==> config.mk <==
export PLATFORM = sky130hd
export DESIGN_NAME = dashed_line_segment_generator_core
export DESIGN_NICKNAME = d
export VERILOG_FILES = /design/src/dlsg_pkg.sv /design/src/dashed_line_segment_generator_core.sv /design/src/dlsg_fifo.sv /design/src/dlsg_front.sv /design/src/dlsg_back.sv
export SDC_FILE = /design/constraint.sdc
export NUM_CORES = 1
export LEC_CHECK = 0
export BUFFER_PORTS_ARGS = -buffer_cell sky130_fd_sc_hd__buf_4
export CAP_MARGIN = 10
export CORE_MARGIN = 4
export CORE_UTILIZATION = 30
export DETAILED_ROUTE_END_ITERATION = 16
export HOLD_SLACK_MARGIN = 0.02
export SYNTH_ARGS = -nofsm -noshare
export SYNTH_HDL_FRONTEND = slang
export SYNTH_SLANG_ARGS = --single-unit
==> constraint.sdc <==
create_clock -name clk_i -period 10.5 [get_ports clk_i]
set_input_delay 2.1 -clock clk_i [delete_from_list [all_inputs] [get_ports clk_i]]
set_output_delay 2.1 -clock clk_i [all_outputs]
set_load 0.02 [all_outputs]
==> src/dlsg_pkg.sv <==
// ----------------------------------------------------------------------------
// dlsg_pkg
// Shared types and constants of the dashed line segment generator: input and
// result words, and the command word that runs from front end to walker.
// ----------------------------------------------------------------------------
`default_nettype none

package dlsg_pkg;

  localparam int CoordBits     = 12;
  localparam int PatternLength = 16;
  localparam int PatternBits   = 16;
  localparam int PhaseBits     = 4;
  localparam int ColorBits     = 16;
  localparam int ErrBits       = CoordBits + 2;
  localparam int CmdDepth      = 2;
  localparam int ResDepth      = 2;

  typedef enum logic {
    MODE_START = 1'b0,
    MODE_STEP  = 1'b1
  } mode_e;

  typedef logic [CoordBits-1:0] coord_t;

  typedef struct packed {
    logic                   mode;
    coord_t                 start_x;
    coord_t                 start_y;
    coord_t                 end_x;
    coord_t                 end_y;
    logic [PatternBits-1:0] dash_pattern;
    logic [PhaseBits-1:0]   phase;
    logic [ColorBits-1:0]   color;
  } in_item_t;

  typedef struct packed {
    logic                 segment_valid;
    coord_t               seg_start_x;
    coord_t               seg_start_y;
    coord_t               seg_end_x;
    coord_t               seg_end_y;
    logic [ColorBits-1:0] seg_color;
    logic                 line_done;
    logic [PhaseBits-1:0] next_phase;
  } out_item_t;

  // classified item with the line setup already worked out
  typedef struct packed {
    logic                       is_start;
    coord_t                     start_x;
    coord_t                     start_y;
    coord_t                     end_x;
    coord_t                     end_y;
    coord_t                     dist_x;
    logic signed [CoordBits:0]  neg_dist_y;
    logic                       step_x_neg;
    logic                       step_y_neg;
    logic signed [ErrBits-1:0]  error_term;
    logic [PatternBits-1:0]     dash_pattern;
    logic [PhaseBits-1:0]       phase;
    logic [ColorBits-1:0]       color;
  } cmd_t;

endpackage

`default_nettype wire

==> src/dashed_line_segment_generator_core.sv <==
// ----------------------------------------------------------------------------
// dashed_line_segment_generator_core
// Bresenham line walker with a 16-step dash pattern that reports dash runs.
// ----------------------------------------------------------------------------
// Input words are written with push while full is low. A start word (mode 0)
// loads endpoints, pattern, phase and color and drops any line in progress;
// each step word (mode 1) walks one pixel. Step words while no line is open
// are dropped. A result word appears when a dash run closes or when the last
// pixel is walked (line_done with the phase that follows); it is read from
// out_item_o while empty is low and taken with pop.
// A pushed word is registered in the command queue, then walked, and its
// result word is registered in the result queue, where it can be popped.
// Throughput is one word per clock while the result queue takes results, set
// by the walker step (two adds and two compares on the error term). A
// two-word queue sits in front of the walker and another behind it; when the
// receiver stalls the result queue fills, the walker holds at the next word
// that reports, the command queue fills and full rises. Reset empties both
// queues and leaves the walker with no line open.
// ----------------------------------------------------------------------------
`default_nettype none

module dashed_line_segment_generator_core #(
  parameter int CmdDepth = dlsg_pkg::CmdDepth,
  parameter int ResDepth = dlsg_pkg::ResDepth
) (
  input  wire logic                clk_i,
  input  wire logic                rst_ni,
  input  wire logic                push,
  output logic                     full,
  input  wire dlsg_pkg::in_item_t  in_item_i,
  output logic                     empty,
  input  wire logic                pop,
  output dlsg_pkg::out_item_t      out_item_o
);

  dlsg_pkg::cmd_t      cmd_in, cmd_out;
  logic                cmd_empty, cmd_pop;
  dlsg_pkg::out_item_t res_word;
  logic                res_push, res_full;

  dlsg_front u_front (
    .in_item_i (in_item_i),
    .cmd_o     (cmd_in)
  );

  dlsg_fifo #(
    .T     (dlsg_pkg::cmd_t),
    .Depth (CmdDepth)
  ) u_cmd_fifo (
    .clk_i   (clk_i),
    .rst_ni  (rst_ni),
    .push_i  (push),
    .data_i  (cmd_in),
    .full_o  (full),
    .pop_i   (cmd_pop),
    .data_o  (cmd_out),
    .empty_o (cmd_empty)
  );

  dlsg_back u_back (
    .clk_i       (clk_i),
    .rst_ni      (rst_ni),
    .cmd_i       (cmd_out),
    .cmd_empty_i (cmd_empty),
    .cmd_pop_o   (cmd_pop),
    .res_o       (res_word),
    .res_push_o  (res_push),
    .res_full_i  (res_full)
  );

  dlsg_fifo #(
    .T     (dlsg_pkg::out_item_t),
    .Depth (ResDepth)
  ) u_res_fifo (
    .clk_i   (clk_i),
    .rst_ni  (rst_ni),
    .push_i  (res_push),
    .data_i  (res_word),
    .full_o  (res_full),
    .pop_i   (pop),
    .data_o  (out_item_o),
    .empty_o (empty)
  );

endmodule

`default_nettype wire

==> src/dlsg_fifo.sv <==
// ----------------------------------------------------------------------------
// dlsg_fifo
// Small register queue with push/full and pop/empty, first word on data_o
// while not empty.
// ----------------------------------------------------------------------------
`default_nettype none

module dlsg_fifo #(
  parameter type T     = logic,
  parameter int  Depth = 2
) (
  input  wire logic clk_i,
  input  wire logic rst_ni,
  input  wire logic push_i,
  input  wire T     data_i,
  output logic      full_o,
  input  wire logic pop_i,
  output T          data_o,
  output logic      empty_o
);

  localparam int PtrBits = $clog2(Depth);
  localparam int CntBits = $clog2(Depth + 1);

  T                     mem_q [Depth];
  logic [PtrBits-1:0]   wr_ptr_q, wr_ptr_d;
  logic [PtrBits-1:0]   rd_ptr_q, rd_ptr_d;
  logic [CntBits-1:0]   count_q, count_d;
  logic                 wr_en, rd_en;

  assign full_o  = (count_q == CntBits'(Depth));
  assign empty_o = (count_q == '0);
  assign wr_en   = push_i && !full_o;
  assign rd_en   = pop_i && !empty_o;
  assign data_o  = mem_q[rd_ptr_q];

  always_comb begin
    wr_ptr_d = wr_ptr_q;
    rd_ptr_d = rd_ptr_q;
    count_d  = count_q;
    if (wr_en) begin
      wr_ptr_d = (wr_ptr_q == PtrBits'(Depth - 1)) ? '0 : wr_ptr_q + 1'b1;
    end
    if (rd_en) begin
      rd_ptr_d = (rd_ptr_q == PtrBits'(Depth - 1)) ? '0 : rd_ptr_q + 1'b1;
    end
    if (wr_en && !rd_en) begin
      count_d = count_q + 1'b1;
    end else if (rd_en && !wr_en) begin
      count_d = count_q - 1'b1;
    end
  end

  always_ff @(posedge clk_i or negedge rst_ni) begin
    if (!rst_ni) begin
      wr_ptr_q <= '0;
      rd_ptr_q <= '0;
      count_q  <= '0;
    end else begin
      wr_ptr_q <= wr_ptr_d;
      rd_ptr_q <= rd_ptr_d;
      count_q  <= count_d;
    end
  end

  always_ff @(posedge clk_i) begin
    if (wr_en) begin
      mem_q[wr_ptr_q] <= data_i;
    end
  end

endmodule

`default_nettype wire

==> src/dlsg_front.sv <==
// ----------------------------------------------------------------------------
// dlsg_front
// Classifies an input word as line start or pixel step and works out the
// line setup (distances, step directions, initial error) for a start.
// ----------------------------------------------------------------------------
`default_nettype none

module dlsg_front (
  input  wire dlsg_pkg::in_item_t in_item_i,
  output dlsg_pkg::cmd_t          cmd_o
);

  logic             x_fwd, y_fwd;
  dlsg_pkg::coord_t dx, dy;

  assign x_fwd = in_item_i.start_x < in_item_i.end_x;
  assign y_fwd = in_item_i.start_y < in_item_i.end_y;
  assign dx    = x_fwd ? in_item_i.end_x - in_item_i.start_x
                       : in_item_i.start_x - in_item_i.end_x;
  assign dy    = y_fwd ? in_item_i.end_y - in_item_i.start_y
                       : in_item_i.start_y - in_item_i.end_y;

  always_comb begin
    cmd_o.is_start     = (in_item_i.mode == dlsg_pkg::MODE_START);
    cmd_o.start_x      = in_item_i.start_x;
    cmd_o.start_y      = in_item_i.start_y;
    cmd_o.end_x        = in_item_i.end_x;
    cmd_o.end_y        = in_item_i.end_y;
    cmd_o.dist_x       = dx;
    cmd_o.neg_dist_y   = -$signed({1'b0, dy});
    cmd_o.step_x_neg   = !x_fwd;
    cmd_o.step_y_neg   = !y_fwd;
    cmd_o.error_term   = $signed({2'b00, dx}) - $signed({2'b00, dy});
    cmd_o.dash_pattern = in_item_i.dash_pattern;
    cmd_o.phase        = dlsg_pkg::PhaseBits'(in_item_i.phase % dlsg_pkg::PatternLength);
    cmd_o.color        = in_item_i.color;
  end

endmodule

`default_nettype wire

==> src/dlsg_back.sv <==
// ----------------------------------------------------------------------------
// dlsg_back
// Line walker: one Bresenham pixel per step word, dash pattern test, run
// tracking and segment / end-of-line reporting.
// ----------------------------------------------------------------------------
`default_nettype none

module dlsg_back (
  input  wire logic           clk_i,
  input  wire logic           rst_ni,
  input  wire dlsg_pkg::cmd_t cmd_i,
  input  wire logic           cmd_empty_i,
  output logic                cmd_pop_o,
  output dlsg_pkg::out_item_t res_o,
  output logic                res_push_o,
  input  wire logic           res_full_i
);

  localparam int CoordBits = dlsg_pkg::CoordBits;
  localparam int ErrBits   = dlsg_pkg::ErrBits;
  localparam int PhaseBits = dlsg_pkg::PhaseBits;

  logic busy_q, busy_d;
  logic run_open_q, run_open_d;

  dlsg_pkg::coord_t                 cur_x_q, cur_x_d, cur_y_q, cur_y_d;
  dlsg_pkg::coord_t                 tgt_x_q, tgt_x_d, tgt_y_q, tgt_y_d;
  dlsg_pkg::coord_t                 dist_x_q, dist_x_d;
  logic signed [CoordBits:0]        neg_dist_y_q, neg_dist_y_d;
  logic                             step_x_neg_q, step_x_neg_d;
  logic                             step_y_neg_q, step_y_neg_d;
  logic signed [ErrBits-1:0]        error_q, error_d;
  logic [dlsg_pkg::PatternBits-1:0] pattern_q, pattern_d;
  logic [PhaseBits-1:0]             phase_q, phase_d;
  dlsg_pkg::coord_t                 run_sx_q, run_sx_d, run_sy_q, run_sy_d;
  dlsg_pkg::coord_t                 run_ex_q, run_ex_d, run_ey_q, run_ey_d;
  logic [dlsg_pkg::ColorBits-1:0]   color_q, color_d;

  logic                 is_step, bit_on, last_pixel, emit, go;
  logic                 step_x, step_y;
  logic signed [ErrBits:0] e2;
  logic [PhaseBits-1:0] phase_nxt;

  assign is_step    = !cmd_i.is_start && busy_q;
  assign bit_on     = pattern_q[phase_q];
  assign last_pixel = (cur_x_q == tgt_x_q) && (cur_y_q == tgt_y_q);
  assign phase_nxt  = (phase_q == PhaseBits'(dlsg_pkg::PatternLength - 1))
                    ? '0 : phase_q + 1'b1;
  assign e2         = $signed({error_q, 1'b0});
  assign step_x     = e2 >= (ErrBits+1)'(neg_dist_y_q);
  assign step_y     = e2 <= $signed({{(ErrBits+1-CoordBits){1'b0}}, dist_x_q});

  // a step reports when it closes a run or reaches the end of the line
  assign emit       = is_step && ((!bit_on && run_open_q) || last_pixel);
  assign go         = !cmd_empty_i && !(emit && res_full_i);
  assign cmd_pop_o  = go;
  assign res_push_o = go && emit;

  // result word
  always_comb begin
    res_o = '0;
    if (!bit_on && run_open_q) begin
      res_o.segment_valid = 1'b1;
      res_o.seg_start_x   = run_sx_q;
      res_o.seg_start_y   = run_sy_q;
      res_o.seg_end_x     = run_ex_q;
      res_o.seg_end_y     = run_ey_q;
      res_o.seg_color     = color_q;
    end else if (bit_on && last_pixel) begin
      res_o.segment_valid = 1'b1;
      res_o.seg_start_x   = run_open_q ? run_sx_q : cur_x_q;
      res_o.seg_start_y   = run_open_q ? run_sy_q : cur_y_q;
      res_o.seg_end_x     = cur_x_q;
      res_o.seg_end_y     = cur_y_q;
      res_o.seg_color     = color_q;
    end
    if (last_pixel) begin
      res_o.line_done  = 1'b1;
      res_o.next_phase = phase_nxt;
    end
  end

  // next state
  always_comb begin
    busy_d       = busy_q;
    run_open_d   = run_open_q;
    cur_x_d      = cur_x_q;
    cur_y_d      = cur_y_q;
    tgt_x_d      = tgt_x_q;
    tgt_y_d      = tgt_y_q;
    dist_x_d     = dist_x_q;
    neg_dist_y_d = neg_dist_y_q;
    step_x_neg_d = step_x_neg_q;
    step_y_neg_d = step_y_neg_q;
    error_d      = error_q;
    pattern_d    = pattern_q;
    phase_d      = phase_q;
    run_sx_d     = run_sx_q;
    run_sy_d     = run_sy_q;
    run_ex_d     = run_ex_q;
    run_ey_d     = run_ey_q;
    color_d      = color_q;
    if (go && cmd_i.is_start) begin
      busy_d       = 1'b1;
      run_open_d   = 1'b0;
      cur_x_d      = cmd_i.start_x;
      cur_y_d      = cmd_i.start_y;
      tgt_x_d      = cmd_i.end_x;
      tgt_y_d      = cmd_i.end_y;
      dist_x_d     = cmd_i.dist_x;
      neg_dist_y_d = cmd_i.neg_dist_y;
      step_x_neg_d = cmd_i.step_x_neg;
      step_y_neg_d = cmd_i.step_y_neg;
      error_d      = cmd_i.error_term;
      pattern_d    = cmd_i.dash_pattern;
      phase_d      = cmd_i.phase;
      color_d      = cmd_i.color;
    end else if (go && is_step) begin
      phase_d = phase_nxt;
      if (bit_on) begin
        if (!run_open_q) begin
          run_sx_d = cur_x_q;
          run_sy_d = cur_y_q;
        end
        run_ex_d   = cur_x_q;
        run_ey_d   = cur_y_q;
        run_open_d = !last_pixel;
      end else begin
        run_open_d = 1'b0;
      end
      if (last_pixel) begin
        busy_d = 1'b0;
      end else begin
        error_d = error_q
                + (step_x ? ErrBits'(neg_dist_y_q) : ErrBits'(0))
                + (step_y ? $signed({2'b00, dist_x_q}) : ErrBits'(0));
        if (step_x) begin
          cur_x_d = step_x_neg_q ? cur_x_q - 1'b1 : cur_x_q + 1'b1;
        end
        if (step_y) begin
          cur_y_d = step_y_neg_q ? cur_y_q - 1'b1 : cur_y_q + 1'b1;
        end
      end
    end
  end

  always_ff @(posedge clk_i or negedge rst_ni) begin
    if (!rst_ni) begin
      busy_q     <= 1'b0;
      run_open_q <= 1'b0;
    end else begin
      busy_q     <= busy_d;
      run_open_q <= run_open_d;
    end
  end

  always_ff @(posedge clk_i) begin
    cur_x_q      <= cur_x_d;
    cur_y_q      <= cur_y_d;
    tgt_x_q      <= tgt_x_d;
    tgt_y_q      <= tgt_y_d;
    dist_x_q     <= dist_x_d;
    neg_dist_y_q <= neg_dist_y_d;
    step_x_neg_q <= step_x_neg_d;
    step_y_neg_q <= step_y_neg_d;
    error_q      <= error_d;
    pattern_q    <= pattern_d;
    phase_q      <= phase_d;
    run_sx_q     <= run_sx_d;
    run_sy_q     <= run_sy_d;
    run_ex_q     <= run_ex_d;
    run_ey_q     <= run_ey_d;
    color_q      <= color_d;
  end

endmodule

`default_nettype wire

==> results.cfg, run 1 <==
[status]
status = finished clean

[clock_tree]
hold_buffers = 0
root_buffer = clkbuf_16
clock_sinks = 573
path_clk_slew_ns = 0.06
post_cts_buffers = 0
clk_path_buf_depth = 3
clk_latency_ns = 0.60
htreeDepth = 3
cts_resized = 0
cts_tree = built
cts_buffers = 67

[worst_setup_path]
worstPathMaxFanout = 15
slowest_stage = xor2_1
worst-setup-path-type = in -> reg
crit_path_start = in_item_i[36]
arrival_ns = 7.12
cp_common_cell = o21ai_0
r2r-start = u_back.error_q[0]$_DFFE_PP_
cp_slowest_stage_delay_ns = 0.58
endpoint_kind = flop
start_kind = input port
crit_path_cell_trace = buf_4 > ha_1 > inv_1 > fa_1 > a211oi_2 > o311ai_2 > a21oi_2 > o21ai_4 > mux2i_1 > xor2_1 > ha_1 > nor2b_1 > o21ai_0 > a21boi_0 > o21ai_0 > a21boi_0 > o21ai_0 > nand2b_1 > a311oi_1 > xnor2_1
critPathRequiredTime_ns = 10.83

[power]
p_leak_uw = 0.0118
p_seq_share_pct = 37.7
p_sw_uw = 3820
powerDensity_mw_per_mm2 = 338
p_sw_share_pct = 35.8
clkPwrFrac_pct = 22.5
peakVddDrop_v = 0.000204
intPower_uw = 6860
combPwrFrac_pct = 39.9
p_total_uw = 10700

[sta]
slew_viol_final = 0
max-slew-margin-rel_pct = 23.6
setup_tns_ns = 0
hold_viol_final = 0
fin_skew_ns = 0.0265
tightest_slew_ns = 1.15
rsz0062_at_grt = no
period_minus_slack_ns = 6.78
period_share_pct = 64.6
max_freq_mhz = 147
setup_violations = 0

[layout]
antenna_cells = 0
syn_to_final_growth_pct = 18.4
fillers = 8413
multi_input_area_mm2 = 0.00877
layout.nets = 2248
regArea_mm2 = 0.0172
layout-drive-gt1-share_pct = 23.8

[synthesis]
synth_area_per_cell_um2 = 14.6
yosysUniqueCellTypes = 70
post-synth-top-count-cell = edfxtp_1
yosys.area.top_type = edfxtp_1
ys.flop_type = edfxtp_1
synth-edff-count = 563
synth_common_cells = edfxtp_1, mux2_2, inv_1
async_reset_ff_share_pct = 1.75
synthTopCellsByArea = edfxtp_1, mux2_2, ha_1
synth.yosys.seq_area_share_pct = 64.3
syn_nets = 2060
yosysWarnings = 0
postSynthRegisterBits = 573
postSynthCellCount = 1831
synthesis.area_mm2 = 0.0267
synth_top_area_share_pct = 63.3

[placement]
dp_hpwl_mm = 41.2
gp_congestion = 0.800
io_buffers = 160

[floorplan]
core_area_mm2 = 0.0884
die_w_um = 306
initial_core_util_pct = 30.2
rows = 109
die_area_mm2 = 0.0938
num_io_pins = 161
chipHeight_um = 306

[worst_hold_path]
hp-start = u_back.busy_q$_DFFE_PN0P_
hold_path_class = reg -> reg

[drt]
dr.pass1.iters = 5
drtIter0Drc = 924
viasPerCell = 4.61
drc = 0
finalWirelength_mm = 60.3
drt-wirelength-per-cell_um = 18.6
postRouteAntennaNets = 0
num_vias = 14900

[flow_run]
max_cap_violations = 0

[global_route]
grt_pass1_wl_mm = 92.6
grt_use_total_pct = 12.7
grt_max_degree = 126
antenna_found_initial = 1
grt_pass1_vias = 15300
grt-ovfl-total = 0
## worst paths after layout
kind	end	slack, ns	cells after the start
max reg2reg	u_back.error_q[13]$_DFFE_PP_	4.65	23
max in group asynchronous	u_cmd_fifo.rd_ptr_q$_DFFE_PN0P_	9.01	1
max	u_cmd_fifo.mem_q[1][46]$_DFFE_PP_	3.72	20
min reg2reg	u_back.busy_q$_DFFE_PN0P_	0.50	2
min	u_back.busy_q$_DFFE_PN0P_	0.50	2
min in group asynchronous	u_res_fifo.wr_ptr_q$_DFFE_PN0P_	1.32	1
## metrics by stage
| stage | std cells | util, % | instance area [um2] | hold WS, ns | worst slack, ns |
|---|---|---|---|---|---|
| 5_1_grt | 3238 | 35.7 | 31600 | 0.533 | 3.50 |
| 3_3_place_gp | 3115 | 33.2 | 29300 | 0.464 | 3.38 |
| 2_1_floorplan | 1831 | - | 26700 | 0.447 | 1.09 |
| 4_1_cts | 3238 | 35.7 | 31600 | 0.505 | 3.84 |
| 6_report | 3238 | 35.7 | 31600 | 0.504 | 3.72 |
| 3_5_place_dp | 3115 | 33.2 | 29300 | 0.489 | 3.21 |
## critical path, delay by kind of cell
kind | cells | cell delay [ns]
AO/OA/AOI/OAI | 10 | 2.65
XOR/XNOR | 2 | 0.73
adder cells (fa/ha/maj) | 3 | 0.92
buffers and inverters | 2 | 0.19
multiplexers | 1 | 0.28
AND/OR/NAND/NOR | 2 | 0.25
## cells in the final DEF, fill, tap and decap left out, types with 9 or more instances in the layout
cell type,count
a211oi_1,20
clkinv_2,12
bufinv_16,11
xnor2_1,54
nand3_1,12
buf_4,177
xor2_1,39
nand4_1,10
a21oi_1,71
a21o_1,26
clkinv_1,11
or3_1,11
edfxtp_1,563
nand2b_1,11
mux2_2,175
and2_1,27
a22o_1,43
fa_1,20
o21ai_0,60
inv_1,148
clkbuf_16,68
nor3_1,18
ha_1,120
mux2i_1,41
clkbuf_1,9
nor2b_1,27
nand2_1,83
nor2_1,75
o21a_1,10
## layer usage
layer  GRT usage, %  wire [um]  part of all wire (%)
met1           17.1      27700                    46
met2           21.1      29000                    48
met3           2.33       2480                   4.1
met4           3.53       1100                   1.8
met5              0          0                     0
## power groups by stage
| stage | clock network, uW | registers (uW) | logic [uW] |
|---|---|---|---|
| 2_1_floorplan | 0 | 3910 | 3210 |
| 3_3_place_gp | 0 | 4050 | 4190 |
| 4_1_cts | 2480 | 4030 | 4320 |
| 3_5_place_dp | 0 | 4080 | 4280 |
| 5_1_grt | 2580 | 4100 | 4780 |
| 6_report | 2400 | 4020 | 4260 |
## registers in the layout (all words and copies together), names as in the netlist, 13 cells and up
name,cells
u_back.error_q,14
u_back.neg_dist_y_q,13
u_res_fifo.mem_q,140
u_back.pattern_q,16
u_back.color_q,16
u_cmd_fifo.mem_q,250
## kinds of logic (layout without fill, tap and decap cells)
kind of cell | after synthesis | in the layout | synth area share, %
AND/OR/NAND/NOR | 300 | 300 | 5.50
buffers and inverters | 208 | 450 | 2.99
adder cells (fa/ha/maj) | 140 | 140 | 7.13
XOR/XNOR | 98 | 98 | 3.36
flip-flops | 573 | 573 | 64.3
AO/OA/AOI/OAI | 290 | 290 | 7.35
multiplexers | 222 | 222 | 9.40
## cell type report
class                           count  share of cell area [%]
Timing Repair Buffer              178                    4.27
Clock buffer                       77                    5.49
Tap cell                         1165                    4.61
Clock inverter                     46                    1.74
Multi-Input combinational cell   1050                    27.8
Sequential cell                   573                    54.3
Inverter                          149                    1.78
Power figures use the tool's default switching activity.
==> inputs of run 2 (changes only) <==
==> constraint.sdc (replaced) <==
create_clock -name clk_i -period 6.7 [get_ports clk_i]
set_input_delay 1.34 -clock clk_i [delete_from_list [all_inputs] [get_ports clk_i]]
set_output_delay 1.34 -clock clk_i [all_outputs]
set_load 0.02 [all_outputs]
==> run 2 against run 1 <==
Against the previous run:
- non-clock buffer count up 3
- total power increased by 55%
- design area shrank 0.31%
- flip-flop and latch count unchanged
- clock power up 49%
- via count is essentially flat
==> results.cfg, run 2 (synthesis results as in run 1) <==
[status]
status = finished clean

[clock_tree]
clk_latency_ns = 0.61
clk_path_buf_depth = 3
cts_resized = 0
hold_buffers = 0
cts_tree = built
clock_sinks = 573
htreeDepth = 3
root_buffer = clkbuf_16
cts_buffers = 67
post_cts_buffers = 0
path_clk_slew_ns = 0.06

[floorplan]
die_w_um = 306
rows = 109
initial_core_util_pct = 30.2
num_io_pins = 161
core_area_mm2 = 0.0884
die_area_mm2 = 0.0938
chipHeight_um = 306

[drt]
drt-wirelength-per-cell_um = 18.7
drc = 0
postRouteAntennaNets = 0
drtIter0Drc = 750
dr.pass1.iters = 5
finalWirelength_mm = 60.5
viasPerCell = 4.61
num_vias = 14900

[sta]
setup_tns_ns = 0
fin_skew_ns = 0.0290
period_share_pct = 92.1
hold_viol_final = 0
max-slew-margin-rel_pct = 28.8
period_minus_slack_ns = 6.17
slew_viol_final = 0
setup_violations = 0
max_freq_mhz = 162
hold_ws_ns = 0.490
rsz0062_at_grt = no
tightest_slew_ns = 1.07

[placement]
io_buffers = 160
gp_congestion = 0.811
dp_hpwl_mm = 41.3

[layout]
final_cell_mix = edfxtp_1, buf_4, mux2_2
layout-drive-gt1-share_pct = 23.6
multi_input_area_mm2 = 0.00877
top_regs = u_cmd_fifo.mem_q: 250 flops, u_res_fifo.mem_q: 140 flops
regArea_mm2 = 0.0172
largest_register_ffs = 250
final_common_cell = edfxtp_1
regMostFlops = u_cmd_fifo.mem_q
layout.nets = 2251
syn_to_final_growth_pct = 18.0
fillers = 8458

[global_route]
grt_use_total_pct = 12.8
grt_pass1_wl_mm = 93.1
grt_max_degree = 126
antenna_found_initial = 6
grt-ovfl-total = 0
grt_pass1_vias = 15500

[worst_setup_path]
timing.critical_path.max_delay_family = compound AO/OA/AOI/OAI gates
worstPathMaxFanout = 4
cp_slowest_stage_delay_ns = 0.77
crit_path_cell_trace = ha_1 > nor2b_1 > o21ai_0 > a21oi_1 > a211oi_1 > o21ai_0 > a21oi_1 > a41oi_1 > o31ai_1 > nand2_1 > fa_1 > inv_1 > ha_1 > fa_1 > a21o_1 > a21oi_1 > o21bai_1 > a21oi_1 > o21bai_1 > a41o_1 > o41a_1 > xnor2_1 > o21ai_0
cp_common_cell = a21oi_1
slowest_stage = o31ai_1
worstPathBufferInverterCount = 1
endpoint_kind = flop
start_kind = flop
r2r-start = u_back.error_q[0]$_DFFE_PP_
crit_path_start = u_back.error_q[0]$_DFFE_PP_
arrival_ns = 6.49
r2r_end = u_back.error_q[13]$_DFFE_PP_
reg2reg_slack_ns = 0.53
crit_cells = 23
critPathRequiredTime_ns = 7.02
worst-setup-path-type = reg -> reg
reg2reg_depth = 23

[power]
peakVddDrop_v = 0.000353
powerDensity_mw_per_mm2 = 526
p_leak_uw = 0.0118

[flow_run]
max_cap_violations = 0

[worst_hold_path]
hold_depth = 2
min_to = u_back.busy_q$_DFFE_PN0P_
hold_path_class = reg -> reg
hp-start = u_back.busy_q$_DFFE_PN0P_
[run 2: cell types whose count changed in the layout (fill, tap and decap cells not counted), moves of 2 or more]
cell | before | now
buf_4 | 177 | 180
bufinv_16 | 11 | 6
clkbuf_1 | 9 | 13
clkinv_2 | 12 | 14
clkinvlp_4 | 7 | 3
diode_2 | 0 | 3
[run 2: worst max path at each step]
| stage | to | slack (ns) |
|---|---|---|
| floorplan | u_res_fifo.mem_q[0][0]$_DFFE_PP_ | 0.25 |
| global placement | u_cmd_fifo.mem_q[0][46]$_DFFE_PP_ | 0.57 |
| detailed placement | u_cmd_fifo.mem_q[0][46]$_DFFE_PP_ | 0.39 |
| CTS | u_back.error_q[13]$_DFFE_PP_ | 0.59 |
| global route | u_back.error_q[13]$_DFFE_PP_ | 0.04 |
| finish | u_back.error_q[13]$_DFFE_PP_ | 0.53 |
[run 2: report_power, final]
group | total (uW) | switching [uW] | internal, uW
logic | 6720 | 3910 | 2810
clock network | 3580 | 1450 | 2130
registers | 6270 | 627 | 5650
[run 2: worst min-delay path, cell delays in order, from the launching register on]
cell and delay [ns]:
dfrtp_1 0.35, nand2_1 0.05, nand2_1 0.06
[run 2: final cells by class]
class | instances | share of cell area [%]
tap | 1165 | 4.63
antenna | 3 | 0.0238
clock buffer | 82 | 5.64
inverter | 149 | 1.78
clock inverter | 39 | 1.22
timing repair buffer | 181 | 4.35
multi-input combinational | 1050 | 27.9
sequential | 573 | 54.5
[run 2: routing by layer]
| metal | vias to the layer above | global-route usage [%] | part of all wire (%) |
|---|---|---|---|
| met3 | 71 | 2.49 | 4.8 |
| met4 | 0 | 4.20 | 2.2 |
| met1 | 7371 | 17.1 | 45 |
| li1 | 7189 | - | - |
| met2 | 299 | 21.1 | 48 |
| met5 | - | 0 | 0 |
[run 2: per-stage QoR]
stage / cell area [um2] / setup slack (ns) / instances / util, % / total power [uW]
2_1_floorplan: 26700 / 0.255 / 1831 / - / 11100
3_3_place_gp: 29300 / 0.572 / 3118 / 33.2 / 12900
3_5_place_dp: 29300 / 0.387 / 3118 / 33.2 / 13100
4_1_cts: 31500 / 0.585 / 3239 / 35.6 / 16800
5_1_grt: 31500 / 0.0426 / 3239 / 35.6 / 17800
6_report: 31500 / 0.527 / 3242 / 35.6 / 16600
